### config.mk
export PLATFORM = sky130hd
export DESIGN_NAME = rad_div
export DESIGN_NICKNAME = d
export VERILOG_FILES = /design/src/sv/rational_arith_digit_capped_defines.svh /design/src/sv/rad_div.sv
export SDC_FILE = /design/constraint.sdc
export NUM_CORES = 1
export LEC_CHECK = 0
export ABC_CLOCK_PERIOD_IN_PS = 13600
export BUFFER_PORTS_ARGS = -buffer_cell sky130_fd_sc_hd__buf_2
export CORE_UTILIZATION = 45
export DETAILED_ROUTE_END_ITERATION = 10
export GPL_ROUTABILITY_DRIVEN = 1
export PLACE_DENSITY = 0.68
export SYNTH_ARGS = -nofsm -noshare
export SYNTH_HDL_FRONTEND = slang
export SYNTH_SLANG_ARGS = --single-unit
### constraint.sdc
create_clock -name clk -period 13.6 [get_ports clk]
set_input_delay 2.04 -clock clk [delete_from_list [all_inputs] [get_ports clk]]
set_output_delay 2.04 -clock clk [all_outputs]
set_load 0.03 [all_outputs]
### src/sv/rational_arith_digit_capped_defines.svh
// ----------------------------------------------------------------------------
// Assertion macros for the rational arithmetic block
// Shared wrappers so every checked module reports the same way.
// ----------------------------------------------------------------------------
`ifndef RATIONAL_ARITH_DIGIT_CAPPED_DEFINES_SVH
`define RATIONAL_ARITH_DIGIT_CAPPED_DEFINES_SVH

// Checked only outside reset
`define RAD_ASSERT(lbl, prop, msg) \
  lbl: assert property (@(posedge clk) disable iff (rst) prop) else $error(msg);

// Checked on every edge, reset included
`define RAD_ASSERT_ALWAYS(lbl, prop, msg) \
  lbl: assert property (@(posedge clk) prop) else $error(msg);

`endif

### src/sv/rad_div.sv
// ----------------------------------------------------------------------------
// rad_div
// Restoring divider, 65-bit dividend by 64-bit divisor, one bit per cycle.
// ----------------------------------------------------------------------------
module rad_div (
  input  logic        clk,
  input  logic        rst,
  input  logic        start,
  input  logic        num_hi,
  input  logic [63:0] num_lo,
  input  logic [63:0] dvs,
  output logic        done,
  output logic [64:0] quo,
  output logic [63:0] rem
);
  localparam int DIV_STEPS = 65;

  logic [64:0] sh;
  logic [63:0] d;
  logic [6:0]  cnt;
  logic        run;
  logic [64:0] rs;
  logic [64:0] rn;
  logic        take;

  // one restoring step
  always_comb begin
    rs   = {rem, sh[64]};
    take = rs >= {1'b0, d};
    rn   = take ? rs - {1'b0, d} : rs;
  end

  always_ff @(posedge clk) begin
    if (rst) begin
      run  <= 1'b0;
      done <= 1'b0;
    end else begin
      done <= 1'b0;
      if (start) begin
        sh  <= {num_hi, num_lo};
        d   <= dvs;
        rem <= '0;
        quo <= '0;
        cnt <= '0;
        run <= 1'b1;
      end else if (run) begin
        sh  <= {sh[63:0], 1'b0};
        rem <= rn[63:0];
        quo <= {quo[63:0], take};
        cnt <= cnt + 7'd1;
        if (cnt == 7'(DIV_STEPS - 1)) begin
          run  <= 1'b0;
          done <= 1'b1;
        end
      end
    end
  end
endmodule

# Yosys cells after proc, flatten, opt, wreduce, memory -nomap -nowiden
# Cells that the tools add are included.
# op_classes
n_mux	10
n_lt_le_gt_ge	1
n_bitwise	2
reduce_logical	4
n_addsub	2
eq_ne	1
# ops
cell	count
2-to-1 mux 65 bit	3
2-to-1 mux 64 bit	2
greater-or-equal comparator 65 x 64 -> 1 bit	1
subtractor 64 bit	1
adder 7 x 1 -> 7 bit, second input constant	1
equality test 7 bit, second input constant	1
2-to-1 mux 7 bit	1
2-to-1 mux 1 bit	4
AND reduction 2 bit	2
OR reduction 3 bit	1
NOT 1 bit	2
nonzero test 2 bit	1
# totals
regBits	267
output_inout_bits	130
input_bits	132
word_cells	27

# Depth between registers and ports, before layout
# logic_depth
ltp_word	4
depth_mapped	15
ltp_nobuf	13

# Worst setup path before layout
# OpenSTA, ideal clock, no wires.
# synth_timing
path_kind	in2reg
startpoint	input start
endpoint	register cnt[0], enable pin
stages	4
arrival_time_ns	11.070
required_time_ns	12.833
path_buffers	2
setup_time_ns	0.767
setup_slack_ns	1.763
cell_sequence	clkbuf_1 buf_1 nor2_1 nor2_1
# synth_between
elab_chain_len	2
# synth_rtl
element	line_no	text
from (decl)	rad_div.sv:8	input logic start,
nonzero test 2 bit (no source line)	n/a	
AND reduction 2 bit (no source line)	n/a	
to (signal assigned)	rad_div.sv:50	cnt <= cnt + 7'd1;
to (decl)	rad_div.sv:20	logic [6:0] cnt;
# No other way between the ends.
# A chain may end at the register's enable or synchronous reset.

# Worst setup path after layout
# layout_timing
startpoint	input start
endpoint	register d[11], enable pin
# layout_between
elab_chain_len	1
# layout_rtl
element	line_no	text
AND reduction 2 bit (no source line)	n/a	
to (signal assigned)	rad_div.sv:41	d <= dvs;
to (decl)	rad_div.sv:19	logic [63:0] d;
# No other way between the ends.

==> reports/qor.yml <==
sta:
  fin_crit_ns: 4.61
  hold_slack_ns: 0.514
  slew_headroom_pct: 17.1
  tightestPinTransition_ns: 1.24
  clock-skew-final_ns: 0.0153
  tns_ns: 0
  rsz0062_at_grt: "false"
  hold_violations: 0
  finalCritPeriodShare_pct: 33.9
  report.final.slew_viol_count: 0
  max_freq_mhz: 217
  setup-violations-final: 0
synthesis:
  post_synthesis_average_cell_area_um2: 11.1
  synthArstFlopShare_pct: 0
  number_of_enable_flip_flop_cells_after_synthesis: 265
  post_synth_num_cell_types: 75
  synthFlopType: "sky130_fd_sc_hd__edfxtp_1"
  synth.top_cells.by_area: "sky130_fd_sc_hd__edfxtp_1 54%, sky130_fd_sc_hd__ha_1 5.6%, sky130_fd_sc_hd__mux2_2 4.9%, sky130_fd_sc_hd__a21oi_1 4.0%, sky130_fd_sc_hd__nand2_1 3.3%"
  synth_top_cell_by_area: "sky130_fd_sc_hd__edfxtp_1"
  synth.top_cell.area_share_pct: 54.2
  syn-cell-area_um2: 14700
  synth.yosys.seq_area_share_pct: 54.5
  ys_ff_latch: 267
  netlist_instances: 1323
  synth-warning-count: 0
  mappedNetlistNets: 1522
clock_tree:
  cts.htree.levels: 1
  cts.clk_slew.worst_paths_ns: 0.06
  tritoncts: "done"
  postcts_resize_cnt: 0
  tritoncts.num_buffers: 31
  cts.hold.buffers_added: 0
  cts_buffer_depth: 3
  clock_sinks: 267
  cts_root_buffer: "sky130_fd_sc_hd__clkbuf_16"
  clk_latency_ns: 0.58
  cts_setup_buffers: 0
setup_path:
  path_cells: "buf_6 -> inv_1 -> nor2_4 -> buf_4"
  timing_worst_setup_path_type: "input pin to flop"
  cp_data_required_time_ns: 13.81
  slowest_cell_on_crit_path: "sky130_fd_sc_hd__nor2_4"
  crit_family: "buffers and inverters"
  critPathArrivalTime_ns: 4.83
  critical_path_buf_inv_count: 3
  timing.critical_path.fanout_max: 113
  worstSetupStartpointType: "input pin"
  endpoint_kind: "flop"
  max_stage_delay_ns: 0.87
routing:
  drt-initial-drc-count: 682
  detail_route.drc_violations: 0
  via_per_inst: 5.46
  vias: 11000
  route.final.wire_length_um: 36300
  wl_per_cell_um: 18.0
  ant_nets: 0
  firstDrtPassIters: 7
grt:
  globalRouteTotalUtil_pct: 21.4
  grt_first_pass_wirelength_um: 56500
  grt_pass1_vias: 10600
  number_of_antenna_violations_at_the_first_check_in_global_routing: 10
  grt_max_degree: 114
  grt.overflow.total: 0
cells_and_area:
  multiInputGateArea_um2: 6040
  post_route_cells_drive_above_1_share_pct: 25.5
  register_area_um2: 8000
  finish.net_count: 1751
  final_util_pct: 54.7
  layout.filler_cells: 2812
  area_growth_syn_to_layout_pct: 18.4
pwr:
  vdd_ir_drop_max_v: 0.000109
  static-leakage-power_nw: 7.08
  fin_total_pwr_mw: 2.47
  p_per_area_nw_per_um2: 142
placement:
  routabilityCongestion: 0.915
  portBuffers: 261
  place.detailed.hpwl_um: 25700
die:
  core_area_um2: 31800
  site_rows: 65
  die_x_um: 183
  floorplan.initialDensity_pct: 46.2
  fp.dieH_um: 183
  ioPinCount: 262
  area_of_the_die_um2: 33400
outcome:
  status: "complete, no violations"
flow_run:
  maxCapViolations: 0
hold_path:
  worst_hold_path_type: "flop to flop"
-- per-layer routing --
metal	share of wire, %	track usage [%]	vias to the layer above
li1	-	-	5339
met1	43	27.9	5212
met2	46	34.9	390
met3	8.6	6.21	61
met4	2.4	5.51	12
met5	0.20	0	-
-- worst paths after layout --
kind | slack [ns] | cells past startpoint | endpoint | startpoint
worst max register to register | 9.20 | 11 | rem[61]$_SDFFCE_PP0P_ | rem[24]$_SDFFCE_PP0P_
worst min-delay path | 0.51 | 1 | done$_SDFF_PP0_ | run$_SDFF_PP0_
worst min register to register | 0.51 | 1 | done$_SDFF_PP0_ | run$_SDFF_PP0_
worst max-delay path | 8.99 | 4 | d[11]$_DFFE_PP_ | start
-- cell families after synthesis --
kind of cell	Yosys count	synth area share, %
AND/OR/NAND/NOR	399	13.4
flip-flops	267	54.5
multiplexers	64	4.91
buffers and inverters	161	4.49
XOR/XNOR	46	2.74
adder cells (fa/ha/maj)	67	5.76
AO/OA/AOI/OAI	319	14.2
-- final cells by class --
type / instances / area share [%]
Sequential cell: 267 / 46.0
Inverter: 90 / 1.94
Clock inverter: 22 / 1.63
Multi-Input combinational cell: 895 / 34.7
Antenna cell: 6 / 0.0863
Clock buffer: 36 / 4.68
Tap cell: 435 / 3.13
Timing Repair Buffer: 267 / 7.81
-- metrics by stage --
stage | area [um2] | worst slack (ns) | cells
final | 17400 | 8.99 | 2018
after floorplan | 14700 | 1.76 | 1323
after global routing | 17400 | 8.69 | 2013
after detailed placement | 16300 | 8.30 | 1954
after CTS | 17400 | 8.90 | 2012
after global placement | 16300 | 8.43 | 1954
-- layout by cell type, fill, tap and decap left out, types with 5 or more instances in the layout --
cell type                   count
sky130_fd_sc_hd__mux2_2        64
sky130_fd_sc_hd__nand2_1      128
sky130_fd_sc_hd__nor2_1        64
sky130_fd_sc_hd__o2111ai_1      6
sky130_fd_sc_hd__o211ai_1       8
sky130_fd_sc_hd__a211o_1        7
sky130_fd_sc_hd__nand3_1       41
sky130_fd_sc_hd__inv_1         89
sky130_fd_sc_hd__o21bai_1      20
sky130_fd_sc_hd__nand2b_1       6
sky130_fd_sc_hd__and2_1         5
sky130_fd_sc_hd__a211oi_1      16
sky130_fd_sc_hd__a31oi_1       11
sky130_fd_sc_hd__bufinv_16      5
sky130_fd_sc_hd__clkbuf_16     31
sky130_fd_sc_hd__diode_2        6
sky130_fd_sc_hd__nor3_1        15
sky130_fd_sc_hd__or3_1          6
sky130_fd_sc_hd__xnor2_1       24
sky130_fd_sc_hd__buf_2        260
sky130_fd_sc_hd__nor4_1         6
sky130_fd_sc_hd__xor2_1        22
sky130_fd_sc_hd__clkinv_4       6
sky130_fd_sc_hd__a21oi_1      118
sky130_fd_sc_hd__clkinv_2       5
sky130_fd_sc_hd__nor2b_1       69
sky130_fd_sc_hd__o21ai_0       43
sky130_fd_sc_hd__ha_1          66
sky130_fd_sc_hd__o21a_1         9
sky130_fd_sc_hd__and3_1        12
sky130_fd_sc_hd__edfxtp_1     265
sky130_fd_sc_hd__nand4_1       27
sky130_fd_sc_hd__a21o_1        32
sky130_fd_sc_hd__buf_4          6
-- synth_stat cells, types with 5 or more instances --
| cell type | count |
|---|---|
| sky130_fd_sc_hd__o21bai_1 | 20 |
| sky130_fd_sc_hd__o21ai_0 | 43 |
| sky130_fd_sc_hd__ha_1 | 66 |
| sky130_fd_sc_hd__nor2b_1 | 69 |
| sky130_fd_sc_hd__clkbuf_1 | 42 |
| sky130_fd_sc_hd__nor3_1 | 15 |
| sky130_fd_sc_hd__and2_1 | 5 |
| sky130_fd_sc_hd__nor2_1 | 66 |
| sky130_fd_sc_hd__buf_2 | 16 |
| sky130_fd_sc_hd__a211o_1 | 7 |
| sky130_fd_sc_hd__a31oi_1 | 11 |
| sky130_fd_sc_hd__o2111ai_1 | 6 |
| sky130_fd_sc_hd__nand2_1 | 128 |
| sky130_fd_sc_hd__xnor2_1 | 24 |
| sky130_fd_sc_hd__inv_1 | 89 |
| sky130_fd_sc_hd__buf_4 | 5 |
| sky130_fd_sc_hd__o21a_1 | 9 |
| sky130_fd_sc_hd__nand3_1 | 41 |
| sky130_fd_sc_hd__o211ai_1 | 8 |
| sky130_fd_sc_hd__and3_1 | 12 |
| sky130_fd_sc_hd__edfxtp_1 | 265 |
| sky130_fd_sc_hd__xor2_1 | 22 |
| sky130_fd_sc_hd__mux2_2 | 64 |
| sky130_fd_sc_hd__a21oi_1 | 118 |
| sky130_fd_sc_hd__a21o_1 | 32 |
| sky130_fd_sc_hd__nand2b_1 | 6 |
| sky130_fd_sc_hd__a211oi_1 | 16 |
| sky130_fd_sc_hd__nand4_1 | 27 |
| sky130_fd_sc_hd__or3_1 | 6 |
| sky130_fd_sc_hd__buf_1 | 5 |
| sky130_fd_sc_hd__nor4_1 | 6 |
-- where the power goes --
group | internal [mW] | switching (mW) | total [mW]
clock network | 0.529 | 0.351 | 0.880
logic | 0.205 | 0.367 | 0.573
registers | 0.988 | 0.0328 | 1.02
total | 1.72 | 0.751 | 2.47
-- registers in the layout, summed over array words and instances, names as in the netlist --
name,count
quo,65
sh,65
d,64
rem,64
cnt,7
done,1
run,1
Power figures use the tool's default switching activity.
